`src/hw/rtl/dht11_pkg.sv`:
```
// Types and constants for the single-wire sensor reader.
// Used by dht11_single_wire_reader; no other dependencies.
package dht11_pkg;

   localparam int unsigned CSR_ADDR_W = 5;
   localparam int unsigned CSR_DATA_W = 32;
   localparam int unsigned DUR_W      = 16;

   // register indexes (byte address / 4)
   typedef enum logic [2:0] {
      REG_PRE_HIGH      = 3'd0,
      REG_START_LOW     = 3'd1,
      REG_RELEASE_HIGH  = 3'd2,
      REG_RESP_WAIT     = 3'd3,
      REG_RESP_HOLD     = 3'd4,
      REG_RESP_WINDOW   = 3'd5,
      REG_BIT_SAMPLE    = 3'd6,
      REG_EDGE_TIMEOUT  = 3'd7
   } reg_idx_type;

   localparam logic [DUR_W-1:0] RST_PRE_HIGH     = 16'd4000;
   localparam logic [DUR_W-1:0] RST_START_LOW    = 16'd18000;
   localparam logic [DUR_W-1:0] RST_RELEASE_HIGH = 16'd30;
   localparam logic [DUR_W-1:0] RST_RESP_WAIT    = 16'd40;
   localparam logic [DUR_W-1:0] RST_RESP_HOLD    = 16'd80;
   localparam logic [DUR_W-1:0] RST_RESP_WINDOW  = 16'd200;
   localparam logic [DUR_W-1:0] RST_BIT_SAMPLE   = 16'd40;
   localparam logic [DUR_W-1:0] RST_EDGE_TIMEOUT = 16'd120;

   typedef enum logic [1:0] {
      OP_TICK  = 2'd0,
      OP_START = 2'd1,
      OP_READ  = 2'd2,
      OP_RSVD  = 2'd3
   } opcode_type;

   typedef enum logic [1:0] {
      ST_RESP_OK   = 2'd0,
      ST_RESP_FAIL = 2'd1,
      ST_BYTE_OK   = 2'd2,
      ST_BYTE_TMO  = 2'd3
   } status_type;

   typedef enum logic [3:0] {
      PH_IDLE      = 4'd0,
      PH_PRE_HIGH  = 4'd1,
      PH_START_LOW = 4'd2,
      PH_REL_HIGH  = 4'd3,
      PH_RESP_WAIT = 4'd4,
      PH_RESP_HOLD = 4'd5,
      PH_RESP_POLL = 4'd6,
      PH_BIT_RISE  = 4'd7,
      PH_BIT_DELAY = 4'd8,
      PH_BIT_FALL  = 4'd9
   } phase_type;

   typedef struct packed {
      logic [1:0] opcode;
      logic       line_level;
   } req_type;

   typedef struct packed {
      logic       drive_enable;
      logic       drive_level;
      logic       busy_res;
      logic       done_res;
      logic [1:0] status;
      logic [7:0] data_byte;
   } rsp_type;

endpackage

```
`src/hw/rtl/dht11_single_wire_reader.sv`:
```
// Single-wire sensor bus master, one transaction per microsecond tick.
// Depends on dht11_pkg (types, register indexes, reset values).
//
//   channel | dir | handshake                       | payload
//   req     | in  | req_valid / req_ready           | req_payload (opcode, line_level)
//   rsp     | out | rsp_valid / rsp_ready           | rsp_payload (drive, busy, done, status, byte)
//   csr     | in  | psel / penable / pwrite / pready| paddr, pwdata, prdata
//
// The phase walk for a tick is combinational from the sequencer state and the
// request into the result register.
// A new tick is accepted every cycle while the result register is empty or
// being drained; a stalled rsp_ready holds one result and stops req_ready.
// Synchronous active-high reset: phase idle, counters zero, registers to defaults.
module dht11_single_wire_reader #(
   parameter int unsigned BITS_PER_READ = 8
) (
   input  logic                               clock,
   input  logic                               reset,
   input  logic                               req_valid,
   output logic                               req_ready,
   input  dht11_pkg::req_type                 req_payload,
   output logic                               rsp_valid,
   input  logic                               rsp_ready,
   output dht11_pkg::rsp_type                 rsp_payload,
   input  logic                               psel,
   input  logic                               penable,
   input  logic                               pwrite,
   input  logic [dht11_pkg::CSR_ADDR_W-1:0]   paddr,
   input  logic [dht11_pkg::CSR_DATA_W-1:0]   pwdata,
   output logic [dht11_pkg::CSR_DATA_W-1:0]   prdata,
   output logic                               pready
);
   import dht11_pkg::*;

   localparam int unsigned BIDX_W = 3;
   localparam logic [BIDX_W:0] LAST_BIT = (BIDX_W+1)'(BITS_PER_READ);
   localparam int unsigned WALK_STEPS = 8;

   typedef struct packed {
      phase_type         phase;
      logic              cnt_zero;
      logic              incr;
      logic [BIDX_W-1:0] bidx;
      logic [7:0]        shift;
      rsp_type           rsp;
   } walk_type;

   // configuration registers
   logic [DUR_W-1:0] pre_high_ff, start_low_ff, release_high_ff, resp_wait_ff;
   logic [DUR_W-1:0] resp_hold_ff, resp_window_ff, bit_sample_ff, edge_timeout_ff;

   // sequencer state
   phase_type         phase_ff, phase_in;
   logic [DUR_W-1:0]  count_ff, count_in;
   logic [BIDX_W-1:0] bidx_ff, bidx_in;
   logic [7:0]        shift_ff, shift_in;

   logic    rsp_valid_ff, rsp_valid_in;
   rsp_type rsp_ff, rsp_in;

   logic             accept;
   logic             csr_wr;
   reg_idx_type      csr_idx;
   logic [DUR_W-1:0] dur_cur;
   logic             ge_cur;
   walk_type         walk;

   assign pready    = 1'b1;
   assign csr_wr    = psel && penable && pwrite && pready;
   assign csr_idx   = reg_idx_type'(paddr[CSR_ADDR_W-1:2]);
   assign req_ready = !rsp_valid_ff || rsp_ready;
   assign accept    = req_valid && req_ready;
   assign rsp_valid   = rsp_valid_ff;
   assign rsp_payload = rsp_ff;

   always_ff @(posedge clock) begin
      if (reset) begin
         pre_high_ff     <= RST_PRE_HIGH;
         start_low_ff    <= RST_START_LOW;
         release_high_ff <= RST_RELEASE_HIGH;
         resp_wait_ff    <= RST_RESP_WAIT;
         resp_hold_ff    <= RST_RESP_HOLD;
         resp_window_ff  <= RST_RESP_WINDOW;
         bit_sample_ff   <= RST_BIT_SAMPLE;
         edge_timeout_ff <= RST_EDGE_TIMEOUT;
      end else if (csr_wr) begin
         unique case (csr_idx)
            REG_PRE_HIGH:     pre_high_ff     <= pwdata[DUR_W-1:0];
            REG_START_LOW:    start_low_ff    <= pwdata[DUR_W-1:0];
            REG_RELEASE_HIGH: release_high_ff <= pwdata[DUR_W-1:0];
            REG_RESP_WAIT:    resp_wait_ff    <= pwdata[DUR_W-1:0];
            REG_RESP_HOLD:    resp_hold_ff    <= pwdata[DUR_W-1:0];
            REG_RESP_WINDOW:  resp_window_ff  <= pwdata[DUR_W-1:0];
            REG_BIT_SAMPLE:   bit_sample_ff   <= pwdata[DUR_W-1:0];
            REG_EDGE_TIMEOUT: edge_timeout_ff <= pwdata[DUR_W-1:0];
            default: ;
         endcase
      end
   end

   always_comb begin
      unique case (csr_idx)
         REG_PRE_HIGH:     prdata = CSR_DATA_W'(pre_high_ff);
         REG_START_LOW:    prdata = CSR_DATA_W'(start_low_ff);
         REG_RELEASE_HIGH: prdata = CSR_DATA_W'(release_high_ff);
         REG_RESP_WAIT:    prdata = CSR_DATA_W'(resp_wait_ff);
         REG_RESP_HOLD:    prdata = CSR_DATA_W'(resp_hold_ff);
         REG_RESP_WINDOW:  prdata = CSR_DATA_W'(resp_window_ff);
         REG_BIT_SAMPLE:   prdata = CSR_DATA_W'(bit_sample_ff);
         REG_EDGE_TIMEOUT: prdata = CSR_DATA_W'(edge_timeout_ff);
         default:          prdata = '0;
      endcase
   end

   // limit of the phase held at the start of the tick
   always_comb begin
      unique case (phase_ff)
         PH_PRE_HIGH:  dur_cur = pre_high_ff;
         PH_START_LOW: dur_cur = start_low_ff;
         PH_REL_HIGH:  dur_cur = release_high_ff;
         PH_RESP_WAIT: dur_cur = resp_wait_ff;
         PH_RESP_HOLD: dur_cur = resp_hold_ff;
         PH_RESP_POLL: dur_cur = resp_window_ff;
         PH_BIT_DELAY: dur_cur = bit_sample_ff;
         PH_BIT_RISE,
         PH_BIT_FALL:  dur_cur = edge_timeout_ff;
         default:      dur_cur = '0;
      endcase
   end
   assign ge_cur = count_ff >= dur_cur;

   // Walk the phases for one tick. Only the phase held at tick start has a
   // running count; any phase entered this tick starts at zero, so its limit
   // test reduces to "limit is zero". The chain is at most six phases long.
   always_comb begin
      walk_type   w;
      logic       line;
      logic       run;
      logic       expired;
      logic       edge_seen;
      logic       rise;
      line = req_payload.line_level;
      w          = '0;
      w.phase    = phase_ff;
      w.bidx     = bidx_ff;
      w.shift    = shift_ff;
      run        = 1'b1;
      expired    = 1'b0;
      edge_seen  = 1'b0;
      rise       = 1'b0;
      if (phase_ff == PH_IDLE) begin
         if (req_payload.opcode == OP_START) begin
            w.phase    = PH_PRE_HIGH;
            w.cnt_zero = 1'b1;
         end else if (req_payload.opcode == OP_READ) begin
            w.phase    = PH_BIT_RISE;
            w.cnt_zero = 1'b1;
            w.bidx     = '0;
            w.shift    = '0;
         end else begin
            run = 1'b0;
         end
      end
      for (int s = 0; s < WALK_STEPS; s++) begin
         if (run) begin
            unique case (w.phase)
               PH_PRE_HIGH:  expired = w.cnt_zero ? (pre_high_ff == '0) : ge_cur;
               PH_START_LOW: expired = w.cnt_zero ? (start_low_ff == '0) : ge_cur;
               PH_REL_HIGH:  expired = w.cnt_zero ? (release_high_ff == '0) : ge_cur;
               PH_RESP_WAIT: expired = w.cnt_zero ? (resp_wait_ff == '0) : ge_cur;
               PH_RESP_HOLD: expired = w.cnt_zero ? (resp_hold_ff == '0) : ge_cur;
               PH_RESP_POLL: expired = w.cnt_zero ? (resp_window_ff == '0) : ge_cur;
               PH_BIT_DELAY: expired = w.cnt_zero ? (bit_sample_ff == '0) : ge_cur;
               PH_BIT_RISE,
               PH_BIT_FALL:  expired = w.cnt_zero ? (edge_timeout_ff == '0) : ge_cur;
               default:      expired = 1'b1;
            endcase
            rise      = (w.phase == PH_BIT_RISE);
            edge_seen = !w.cnt_zero && (count_ff != '0) && (rise ? line : !line);
            unique case (w.phase)
               PH_PRE_HIGH, PH_START_LOW, PH_REL_HIGH: begin
                  if (expired) begin
                     w.phase    = phase_type'(w.phase + 4'd1);
                     w.cnt_zero = 1'b1;
                  end else begin
                     w.incr             = 1'b1;
                     w.rsp.drive_enable = 1'b1;
                     w.rsp.drive_level  = (w.phase != PH_START_LOW);
                     run                = 1'b0;
                  end
               end
               PH_RESP_WAIT: begin
                  if (expired) begin
                     w.phase    = line ? PH_RESP_POLL : PH_RESP_HOLD;
                     w.cnt_zero = 1'b1;
                  end else begin
                     w.incr = 1'b1;
                     run    = 1'b0;
                  end
               end
               PH_RESP_HOLD: begin
                  if (expired && line) begin
                     w.phase    = PH_RESP_POLL;
                     w.cnt_zero = 1'b1;
                  end else if (expired) begin
                     w.phase        = PH_IDLE;
                     w.cnt_zero     = 1'b1;
                     w.rsp.done_res = 1'b1;
                     w.rsp.status   = ST_RESP_FAIL;
                     run            = 1'b0;
                  end else begin
                     w.incr = 1'b1;
                     run    = 1'b0;
                  end
               end
               PH_RESP_POLL: begin
                  if (expired || !line) begin
                     w.phase        = PH_IDLE;
                     w.cnt_zero     = 1'b1;
                     w.rsp.done_res = 1'b1;
                     w.rsp.status   = expired ? ST_RESP_FAIL : ST_RESP_OK;
                  end else begin
                     w.incr = 1'b1;
                  end
                  run = 1'b0;
               end
               PH_BIT_RISE, PH_BIT_FALL: begin
                  if (edge_seen && rise) begin
                     w.phase    = PH_BIT_DELAY;
                     w.cnt_zero = 1'b1;
                  end else if (edge_seen && ({1'b0, w.bidx} + 4'd1 >= LAST_BIT)) begin
                     w.phase         = PH_IDLE;
                     w.cnt_zero      = 1'b1;
                     w.rsp.done_res  = 1'b1;
                     w.rsp.status    = ST_BYTE_OK;
                     w.rsp.data_byte = w.shift;
                     run             = 1'b0;
                  end else if (edge_seen) begin
                     w.bidx     = w.bidx + BIDX_W'(1);
                     w.phase    = PH_BIT_RISE;
                     w.cnt_zero = 1'b1;
                  end else if (expired) begin
                     w.phase        = PH_IDLE;
                     w.cnt_zero     = 1'b1;
                     w.rsp.done_res = 1'b1;
                     w.rsp.status   = ST_BYTE_TMO;
                     run            = 1'b0;
                  end else begin
                     w.incr = 1'b1;
                     run    = 1'b0;
                  end
               end
               PH_BIT_DELAY: begin
                  if (expired) begin
                     w.shift    = {w.shift[6:0], line};
                     w.phase    = PH_BIT_FALL;
                     w.cnt_zero = 1'b1;
                  end else begin
                     w.incr = 1'b1;
                     run    = 1'b0;
                  end
               end
               default: begin
                  w.phase    = PH_IDLE;
                  w.cnt_zero = 1'b1;
                  run        = 1'b0;
               end
            endcase
         end
      end
      w.rsp.busy_res = (w.phase != PH_IDLE);
      walk = w;
   end

   // next state
   always_comb begin
      phase_in = phase_ff;
      count_in = count_ff;
      bidx_in  = bidx_ff;
      shift_in = shift_ff;
      if (accept) begin
         phase_in = walk.phase;
         bidx_in  = walk.bidx;
         shift_in = walk.shift;
         if (walk.incr) begin
            count_in = walk.cnt_zero ? DUR_W'(1) : count_ff + DUR_W'(1);
         end else if (walk.cnt_zero) begin
            count_in = '0;
         end
      end
   end

   // result register
   always_comb begin
      rsp_valid_in = rsp_valid_ff;
      rsp_in       = rsp_ff;
      if (accept) begin
         rsp_valid_in = 1'b1;
         rsp_in       = walk.rsp;
      end else if (rsp_ready) begin
         rsp_valid_in = 1'b0;
      end
   end

   always_ff @(posedge clock) begin
      if (reset) begin
         phase_ff     <= PH_IDLE;
         count_ff     <= '0;
         bidx_ff      <= '0;
         shift_ff     <= '0;
         rsp_valid_ff <= 1'b0;
      end else begin
         phase_ff     <= phase_in;
         count_ff     <= count_in;
         bidx_ff      <= bidx_in;
         shift_ff     <= shift_in;
         rsp_valid_ff <= rsp_valid_in;
      end
   end

   always_ff @(posedge clock) begin
      rsp_ff <= rsp_in;
   end

   a_accept_gives_result: assert property (@(posedge clock) disable iff (reset)
      accept |=> rsp_valid_ff)
      else $error("accepted tick produced no result");

   a_done_ends_sequence: assert property (@(posedge clock) disable iff (reset)
      accept && walk.rsp.done_res |=> (phase_ff == PH_IDLE) && !rsp_ff.busy_res)
      else $error("sequence still running after done");

   a_status_only_on_done: assert property (@(posedge clock) disable iff (reset)
      rsp_valid_ff && !rsp_ff.done_res |-> (rsp_ff.status == ST_RESP_OK)
         && (rsp_ff.data_byte == 8'd0))
      else $error("status or data without done");

   a_drive_while_busy: assert property (@(posedge clock) disable iff (reset)
      rsp_valid_ff && rsp_ff.drive_enable |-> rsp_ff.busy_res && !rsp_ff.done_res)
      else $error("line driven outside a start sequence");

   a_idle_state_clean: assert property (@(posedge clock) disable iff (reset)
      accept && (phase_ff == PH_IDLE) && (req_payload.opcode == OP_TICK)
         |=> (phase_ff == PH_IDLE) && $stable(count_ff))
      else $error("idle tick changed sequencer state");

endmodule
```
`config.mk`:
```
export PLATFORM = sky130hd
export DESIGN_NAME = dht11_single_wire_reader
export DESIGN_NICKNAME = d
export VERILOG_FILES = /design/src/hw/rtl/dht11_pkg.sv /design/src/hw/rtl/dht11_single_wire_reader.sv
export SDC_FILE = /design/constraint.sdc
export NUM_CORES = 1
export LEC_CHECK = 0
export ABC_AREA = 1
export BUFFER_PORTS_ARGS = -buffer_cell sky130_fd_sc_hd__buf_2
export CELL_PAD_IN_SITES_DETAIL_PLACEMENT = 1
export CELL_PAD_IN_SITES_GLOBAL_PLACEMENT = 1
export CORE_UTILIZATION = 40
export CTS_CLUSTER_SIZE = 10
export DETAILED_ROUTE_END_ITERATION = 10
export PLACE_DENSITY_LB_ADDON = 0.08
export SLEW_MARGIN = 15
export SYNTH_ARGS = -nofsm -noshare
export SYNTH_HDL_FRONTEND = slang
export SYNTH_SLANG_ARGS = --single-unit
```
`constraint.sdc`:
```
create_clock -name clock -period 17.8 [get_ports clock]
set_input_delay 0.89 -clock clock [delete_from_list [all_inputs] [get_ports clock]]
set_output_delay 0.89 -clock clock [all_outputs]
set_load 0.05 [all_outputs]
```
# Yosys cells after proc, flatten, opt, wreduce, memory -nomap -nowiden
# Index checks and enable logic that the tools add are counted.
classes:
  addsub: 25
  multipliers: 0
  div_mod_pow: 0
  n_lt_le_gt_ge: 9
  n_eq_ne: 98
  shifts: 0
  n_mux: 444
  bitwise: 0
  reduce_logical: 110
ops:
  columns: ["op", "count"]
  rows:
  - ["$mux 5", 75]
  - ["$mux 8", 32]
  - ["$pmux 32 s8", 1]
  - ["$pmux 5 s6", 8]
  - ["$mux 11", 21]
  - ["$mux 3", 64]
  - ["$mux 1", 167]
  - ["$mux 19", 8]
  - ["$eq 4x3->1 const B", 36]
  - ["$logic_not 16->1", 8]
  - ["$pmux 16 s8", 1]
  - ["$eq 4x2->1 const B", 18]
  - ["$eq 4x4->1 const B", 18]
  - ["$pmux 3 s3", 8]
  - ["$mux 4", 16]
  - ["$pmux 1 s8", 8]
  - ["$mux 16", 3]
  - ["$logic_and 1x1->1", 43]
  - ["$reduce_or 5->1", 8]
  - ["$eq 4x1->1 const B", 9]
  - ["$mux 2", 17]
  - ["$add 3x1->4 const B", 8]
  - ["$add 4x1->4 const B", 8]
  - ["$ge 4x4->1 const B", 8]
  - ["other kinds (21)", 93]
totals:
  register_bits: 174
  latchBits: 0
  mem_bits_rw: 0
  romBits: 0
  inputBits: 47
  memories: 0

# Longest topological paths before layout
# Gate-level depths: netlist (run 1).
logic_depth:
  word_depth: 86
  depth_mapped: 140

# Least setup slack after synthesis (run 1)
# No wires, ideal clock.
synth_timing:
  path_type: "input to register"
  from: "in req_payload[1] (netlist bit)"
  to: "reg rsp_ff, in the netlist rsp_payload[11], data pin"
  t_arrival_ns: 17.731
  required_ns: 17.546
  setup_slack_ns: -0.186
  cell_stages: 126
  path_buffers: 3
  cell_sequence: "inv_1 > ha_1 > inv_1 > nor2_1 > nand3_4 > inv_1 > nor2_1 > inv_1 > ha_1 > inv_1 > nor2_1 > nor3_4 > nand2_2 > nor2_4 > nand2_4 > nand2_4 > inv_2 > ha_1 > [90 not listed] > a22oi_1 > inv_1 > ha_1 > o311ai_1 > nand2_1 > nor2_1 > nor2_4 > ha_1 > inv_1 > nand2_1 > nand3_1 > nor2_1 > nor2_1 > nand3_1 > o21bai_2 > nand2_1 > nor2_1 > nand2_1"
synth_rtl:
  columns: ["item", "line", "text"]
  rows:
  - ["start, declared", "dht11_single_wire_reader.sv:21", "input dht11_pkg::req_type req_payload,"]
  - ["end signal, assigned", "dht11_single_wire_reader.sv:322", "rsp_ff <= rsp_in;"]
  - ["end, declared", "dht11_single_wire_reader.sv:59", "rsp_type rsp_ff, rsp_in;"]

==> impl_metrics.tcl, run 1 <==
set metrics [dict create \
    synthCells 2581 \
    synth-seq-cells 174 \
    critPathKind "reg2reg" \
    cp_slowest_cell "dfxtp_4" \
    core_sq_um 39000 \
    dieArea_sq_um 40700 \
    layout.nets 3081 \
    worstMarginPinSlew_ns 1.16 \
    viasPerCell 5.68 \
    final_common_cell "nand2_1" \
    synth-edff-count 14 \
    ys_warn_count 0 \
    skew_ns 0.00967 \
    grt_pass1_wl_um 110000 \
    cpPeakStageDelay_ns 0.40 \
    die_x_um 202 \
    ys.flop_type "dfxtp_1" \
    io_buffers 60 \
    syn_area_per_cell_sq_um 6.18 \
    required_ns 18.01 \
    startpoint_type "register" \
    gp_congestion 0.942 \
    slew_viol_final 0 \
    path_max_fanout 16 \
    yosysSeqAreaShare_pct 22.7 \
    hold_viol_final 0 \
    arrival_ns 17.01 \
    rows 72 \
    grt_overflow 0 \
    ioPinCount 96 \
    initial_core_util_pct 40.9 \
    ant_nets 0 \
    finalCritPeriodShare_pct 94.4 \
    grt_pass1_vias 20595 \
    yosys.area.top_type "dfxtp_1" \
    vias 19868 \
    maxCapViolations 0 \
    synth.distinct_cells 71 \
    htreeDepth 4 \
    slew_headroom_pct 22.5 \
    cts-root-buf "clkbuf_16" \
    drive_gt1_share_pct 25.6 \
    crit_path_end_kind "register" \
    drt-initial-drc-count 1127 \
    antennaDiodeCount 0 \
    dp.final_hpwl_um 55100 \
    drc 0 \
    cts_tree "built" \
    synth_area_leaders "dfxtp_1 20%, nand2_1 13%, inv_1 7.7%" \
    timing.hold.ws_ns 0.472 \
    synth_top_area_share_pct 20.1 \
    clk_pin_slew_worst_paths_ns 0.07 \
    max_freq_ghz 0.0595 \
    die-height_um 202 \
    finalSetupViolCount 0 \
    clkSinkCount 174 \
    grtUsageTotal_pct 34.2 \
    routed_wl_um 70800 \
    ctsHoldBuffers 0 \
    outcome "finished clean" \
    grt_max_degree 123 \
    cts_made_buffers 17 \
    ys_async_sr_fraction_pct 0 \
    firstDrtPassIters 6 \
    layout_common_cells "535 x nand2_1, 374 x buf_4, 306 x inv_1" \
    hold_path_class "reg2reg" \
    cts.path.max_buffers 2 \
    fin_crit_ns 16.80 \
    syn2layout_area_growth_pct 29.7 \
    wire_per_inst_um 20.2 \
    syn_area_sq_um 15900 \
    cp_common_cell "nand2_1" \
    antenna_found_initial 1 \
    clock_latency_ns 0.45 \
]
-- registers in the layout (all words and copies together) (netlist names), 4 cells and up --
signal / count
count_ff: 16
edge_timeout_ff: 16
resp_wait_ff: 16
start_low_ff: 16
release_high_ff: 16
phase_ff: 4
resp_window_ff: 16
resp_hold_ff: 16
rsp_payload: 14
shift_ff: 8
pre_high_ff: 16
bit_sample_ff: 16
-- cell usage after synthesis (17+ instances only) --
| cell | count |
|---|---|
| nand2_2 | 40 |
| nand4_1 | 66 |
| inv_1 | 328 |
| nor2_1 | 281 |
| nand3_1 | 167 |
| a221oi_1 | 31 |
| buf_4 | 19 |
| ha_1 | 69 |
| clkbuf_1 | 64 |
| a21oi_1 | 170 |
| nand3_2 | 17 |
| o211ai_1 | 29 |
| dfxtp_1 | 160 |
| o22ai_1 | 50 |
| o21ai_0 | 245 |
| nor3_1 | 28 |
| nand2_1 | 545 |
| inv_2 | 29 |
| nor2_2 | 23 |
-- cells by family after synthesis --
logic type               Yosys count  synth area share (%)
AND/OR/NAND/NOR                 1230                  35.9
AO/OA/AOI/OAI                    625                  23.2
buffers and inverters            461                  11.6
flip-flops                       174                  22.7
adder cells (fa/ha/maj)           69                  5.41
XOR/XNOR                          10                 0.549
multiplexers                      10                 0.628
other                              2                0.0471
-- routing by layer --
metal / GRT usage (%) / vias to the layer above / share of wire [%]
met3: 3.19 / 209 / 4.1
li1: - / 9460 / -
met5: 0 / - / 0
met1: 39.5 / 9586 / 40
met4: 19.4 / 0 / 5.5
met2: 61.4 / 613 / 50
-- what timing repair did --
item / 4_1_cts / 5_1_grt
setup buffers: 0 / 14
gates resized for setup: 23 / 159
pin swaps: 0 / 32
setup endpoints to repair: 12 / 13
-- layout make-up --
type / instances / area [sq um]
clock buffers: 18 / 439
clock inverters: 14 / 171
fillers: 5350 / 18300
inverters: 367 / 1380
multi-input cells: 1961 / 11100
flip-flops and latches: 174 / 3640
well taps: 518 / 648
repair buffers: 444 / 3280
-- per-stage QoR --
stage / util [%] / area, sq um / std cells / setup WS, ns / TNS, ns
after floorplan: - / 16000 / 2596 / 0.0643 / 0
after global placement: 49.6 / 19300 / 3450 / 0.165 / 0
after detailed placement: 49.6 / 19300 / 3450 / -0.552 / -2.76
after CTS: 51.3 / 20000 / 3482 / 0.0121 / 0
after global routing: 53.0 / 20700 / 3496 / -0.387 / -1.88
final: 53.0 / 20700 / 3496 / 1.00 / 0
-- path summary, 6_finish.rpt --
kind | start | end | slack [ns] | cells past startpoint
worst min register to register | shift_ff[3] | shift_ff[3] | 0.47 | 2
worst max-delay path | phase_ff[1] | rsp_payload[11] | 1.00 | 133
worst min-delay path | shift_ff[3] | shift_ff[3] | 0.47 | 2
worst max register to register | phase_ff[1] | rsp_payload[11] | 1.00 | 133
-- critical path: cells and delay by family (launching register included) --
family,cells,cell delay (ns)
compound gates,24,4.17
fa+ha+maj,15,3.12
buf+inv,30,3.18
flops,1,0.40
simple gates,64,5.67
Power of run 1 is left out: the tool's default activity adds up to more than one toggle a clock period on the data nets, which glitch-free logic cannot reach.
==> run 2: changes to the inputs <==
ABC_AREA = not set   (was 1)
CORE_UTILIZATION = 34   (was 40)
==> impl_metrics.tcl, run 2 <==
set metrics [dict create \
    outcome "finished, violations left" \
    violations "setup timing" \
    core_sq_um 47800 \
    syn2layout_area_growth_pct 51.3 \
    path_max_fanout 8 \
    clkSinkCount 174 \
    dp.final_hpwl_um 71900 \
    grt_max_degree 62 \
    clock_latency_ns 0.46 \
    gp_congestion 1.01 \
    final_common_cell "buf_4" \
    yosys-top-cells-count "468 x nand2_1, 245 x a21oi_1, 175 x nor2_1, 160 x dfxtp_1, 117 x clkbuf_1" \
    initial_core_util_pct 34.5 \
    fin_crit_ns 19.55 \
    ant_nets 0 \
    cts_tree "built" \
    finalSetupViolCount 28 \
    cts_made_buffers 17 \
    grt_setup_unrepaired "yes" \
    fin_tns_setup_ns -37.33 \
    syn_area_per_cell_sq_um 6.97 \
    slew_viol_final 0 \
    dieArea_sq_um 49500 \
    hold_path_class "reg2reg" \
    final-instance-count-excl-fill 3700 \
    fin_ws_ns -1.75 \
    rows 80 \
    skew_ns 0.0166 \
    synth_area_leaders "dfxtp_1 19%, nand2_1 11%, a21oi_1 7.4%" \
    crit_path_end_kind "register" \
    cts-root-buf "clkbuf_16" \
    ys.flop_type "dfxtp_1" \
    yosys.area.top_type "dfxtp_1" \
    htreeDepth 4 \
    synth.distinct_cells 115 \
    grtUsageTotal_pct 37.4 \
    dpl.cell_count 3586 \
    synth-edff-count 14 \
    startpoint_type "register" \
    cp_common_cell "ha_4" \
    cpPeakStageDelay_ns 0.57 \
    routed_wl_um 94900 \
    synthCells 2370 \
    drc 0 \
    grt_overflow 0 \
    finalCritPeriodShare_pct 110 \
    arrival_ns 19.91 \
    ys_async_sr_fraction_pct 0 \
    maxCapViolations 0 \
    syn_area_sq_um 16500 \
    critPathKind "reg2reg" \
    synth-seq-cells 174 \
    yosysSeqAreaShare_pct 21.9 \
    clk_pin_slew_worst_paths_ns 0.09 \
    drive_gt1_share_pct 38.4 \
    layout_common_cells "758 x buf_4, 458 x nand2_1, 223 x a21oi_1" \
    die_x_um 222 \
    viasPerCell 6.08 \
    vias 22494 \
    grt_pass1_vias 23606 \
    max_freq_ghz 0.0512 \
    layout.nets 3188 \
    worstMarginPinSlew_ns 1.22 \
    cp_slowest_cell "or4_1" \
    synth_top_area_share_pct 19.4 \
    die-height_um 222 \
    required_ns 18.16 \
    ys_warn_count 0 \
    slew_headroom_pct 18.9 \
    wire_per_inst_um 25.6 \
    hold_viol_final 0 \
    cts.path.max_buffers 2 \
    antenna_found_initial 0 \
    yosysMostFrequentCell "nand2_1" \
    antennaDiodeCount 0 \
    ioPinCount 96 \
    drt-initial-drc-count 1747 \
    firstDrtPassIters 5 \
    io_buffers 60 \
    grt_pass1_wl_um 143000 \
]
## run 2: cell types whose count changed after synthesis, sizes merged, moves of 42 or more
| cell | previous run | this run |
|---|---|---|
| a22oi | 6 | 66 |
| inv | 358 | 82 |
| nand2 | 596 | 472 |
| a21oi | 173 | 248 |
| clkbuf | 64 | 132 |
| nand4 | 71 | 29 |
| nor2 | 315 | 179 |
| nand3 | 191 | 93 |
| o21ai | 258 | 135 |
## run 2: area by class of cell
type,count,area (sq um)
Clock buffer,17,425
Clock inverter,15,169
Fill cell,5974,22800
Inverter,84,368
Multi-Input combinational cell,1950,13200
Sequential cell,174,3640
Tap cell,615,769
Timing Repair Buffer,845,6430
## run 2: critical path: cells and delay by family, from the launching register on
| family | cells | cell delay [ns] |
|---|---|---|
| AOI/OAI and AO/OA | 58 | 10.53 |
| adders and majority gates | 16 | 2.74 |
| buffers and inverters | 24 | 2.66 |
| DFF | 1 | 0.37 |
| muxes | 1 | 0.21 |
| and+or+nand+nor | 19 | 2.96 |
## run 2: logic make-up after synthesis
| group | Yosys count | synth area share [%] |
|---|---|---|
| AO/OA/AOI/OAI | 799 | 33.5 |
| XOR/XNOR | 10 | 0.530 |
| adder cells (fa/ha/maj) | 72 | 5.41 |
| buffers and inverters | 261 | 6.75 |
| flip-flops | 174 | 21.9 |
| multiplexers | 53 | 3.85 |
| other | 2 | 0.0454 |
| AND/OR/NAND/NOR | 999 | 28.0 |
## run 2: repair_timing
action                                  in CTS  in global routing
buffers inserted                            60                 29
pin swaps                                   98                 65
resized for setup                          167                 42
gates cloned                                 3                  0
hold buffers                                 0                  0
endpoints found under the setup margin      28                 29
## run 2: path summary, 6_finish.rpt
path	start	end	depth (start not counted)	slack, ns
max	phase_ff[1]	phase_ff[0]	118	-1.75
min	bidx_ff[1]	bidx_ff[1]	2	0.50
max reg2reg	phase_ff[1]	phase_ff[0]	118	-1.75
min reg2reg	bidx_ff[1]	bidx_ff[1]	2	0.50
## run 2: through the flow
stage | hold WS [ns] | setup WS [ns] | instance area, sq um | util [%]
global route | 0.523 | -2.64 | 25000 | 52.3
global placement | 0.474 | -1.50 | 22800 | 47.6
detailed placement | 0.488 | -2.34 | 22800 | 47.6
finish | 0.498 | -1.75 | 25000 | 52.3
CTS | 0.502 | -1.55 | 24600 | 51.5
floorplan | 0.454 | -2.74 | 17300 | -
## run 2: per-layer routing
| metal | vias up | global-route usage [%] | wire [um] |
|---|---|---|---|
| met1 | 11128 | 43.6 | 37900 |
| met4 | 0 | 21.7 | 5870 |
| li1 | 10118 | - | - |
| met3 | 328 | 4.30 | 4710 |
| met5 | - | 0 | 0 |
| met2 | 920 | 66.0 | 46400 |
Power of run 2 is left out for the same reason.
==> run 3: changes to the inputs <==
--- a/constraint.sdc
+++ b/constraint.sdc
@@ -3,2 +3,2 @@
 set_output_delay 0.89 -clock clock [all_outputs]
-set_load 0.05 [all_outputs]
+set_load 0.005 [all_outputs]
==> impl_metrics.tcl, run 3 (synthesized netlist as in run 2, its figures left out) <==
set metrics [dict create \
    hold_viol_final 0 \
    htreeDepth 4 \
    final_area_sq_um 25300 \
    antennaDiodeCount 0 \
    drt-initial-drc-count 1867 \
    maxCapViolations 0 \
    die-height_um 222 \
    hold_path_class "reg2reg" \
    slew_headroom_pct 20.9 \
    cts-root-buf "clkbuf_16" \
    fin_ws_ns -2.01 \
    critPathKind "reg2reg" \
    rows 80 \
    met3_usage_pct 4.77 \
    path_max_fanout 6 \
    startpoint_type "register" \
    grt_setup_unrepaired "yes" \
    cts_tree "built" \
    wire_per_inst_um 25.8 \
    outcome "finished, violations left" \
    dieArea_sq_um 49500 \
    fillers 5971 \
    violations "setup timing" \
    cpPeakStageDelay_ns 0.54 \
    max_freq_ghz 0.0505 \
    drc 0 \
    use_met2_pct 65.3 \
    syn2layout_area_growth_pct 52.8 \
    firstDrtPassIters 6 \
    clock_latency_ns 0.47 \
    grt_overflow 0 \
    grt_pass1_vias 24016 \
    required_ns 18.16 \
    worstMarginPinSlew_ns 1.18 \
    fin_crit_ns 19.81 \
    vias 22771 \
    drive_gt1_share_pct 39.2 \
    final_common_cell "buf_4" \
    cts_made_buffers 17 \
    dp.final_hpwl_um 71500 \
    antenna_found_initial 1 \
    busiest_layer "met2" \
    die_x_um 222 \
    final_util_pct 52.8 \
    use_met1_pct 42.7 \
    cp_slowest_cell "or4_1" \
    grtUsageTotal_pct 37.4 \
    ioPinCount 96 \
    finalSetupViolCount 28 \
    crit_path_end_kind "register" \
    clkSinkCount 174 \
    viasPerCell 6.14 \
    grt_max_degree 62 \
    io_buffers 60 \
    core_sq_um 47800 \
    dpl_cell_area_sq_um 22800 \
    initial_core_util_pct 34.5 \
    finalCritPeriodShare_pct 111 \
    grt_pass1_wl_um 143000 \
    clk_pin_slew_worst_paths_ns 0.08 \
    routed_wl_um 95600 \
    timing.hold.ws_ns 0.506 \
    arrival_ns 20.16 \
    cp_common_cell "ha_4" \
    layout.nets 3197 \
    slew_viol_final 0 \
    gp_congestion 1.01 \
    cts.path.max_buffers 2 \
    layout_common_cells "758 x buf_4, 459 x nand2_1, 214 x a21oi_1" \
    skew_ns 0.0142 \
    pre_cts_ws_ns -2.26 \
    ant_nets 0 \
]
[run 3: critical path, delay by kind of cell (launching register included)]
kind                     cells  cell delay (ns)
AO/OA/AOI/OAI               55            10.02
adder cells (fa/ha/maj)     15             2.97
buffers and inverters       22             2.72
flip-flops                   1             0.38
multiplexers                 2             0.52
AND/OR/NAND/NOR             17             3.04
[run 3: per-stage QoR]
step           setup TNS, ns  std cells
2_1_floorplan         -58.00       2385
6_report              -44.44       3709
3_3_place_gp          -28.25       3585
3_5_place_dp          -48.49       3585
4_1_cts               -28.41       3671
5_1_grt               -65.73       3709
[run 3: layout make-up]
cell class,count,area [sq um],area share [%]
multi-input combinational,1950,13400,53.0
timing repair buffer,854,6520,25.8
sequential,174,3640,14.4
tap,615,769,3.05
clock buffer,17,425,1.68
inverter,84,365,1.45
clock inverter,15,166,0.659
[run 3: worst paths after layout]
kind / from / to / slack (ns) / cells after the start
setup / recovery: phase_ff[2] / phase_ff[0] / -2.01 / 111
hold reg to reg: bidx_ff[1] / bidx_ff[1] / 0.51 / 2
setup reg to reg: phase_ff[2] / phase_ff[0] / -2.01 / 111
hold / removal: bidx_ff[1] / bidx_ff[1] / 0.51 / 2
[run 3: timing repair]
item	in CTS	in global routing
gates resized for setup	165	77
gates cloned	3	0
hold buffers	0	0
endpoints found under the setup margin	28	29
buffers inserted	54	44
pin swaps	65	102
[run 3: layer usage]
metal / part of all wire [%] / vias to the layer above
li1: - / 10128
met1: 39 / 11251
met2: 49 / 1023
met5: 0.014 / -
met3: 6.0 / 367
met4: 6.8 / 2
Power of run 3 is left out for the same reason.
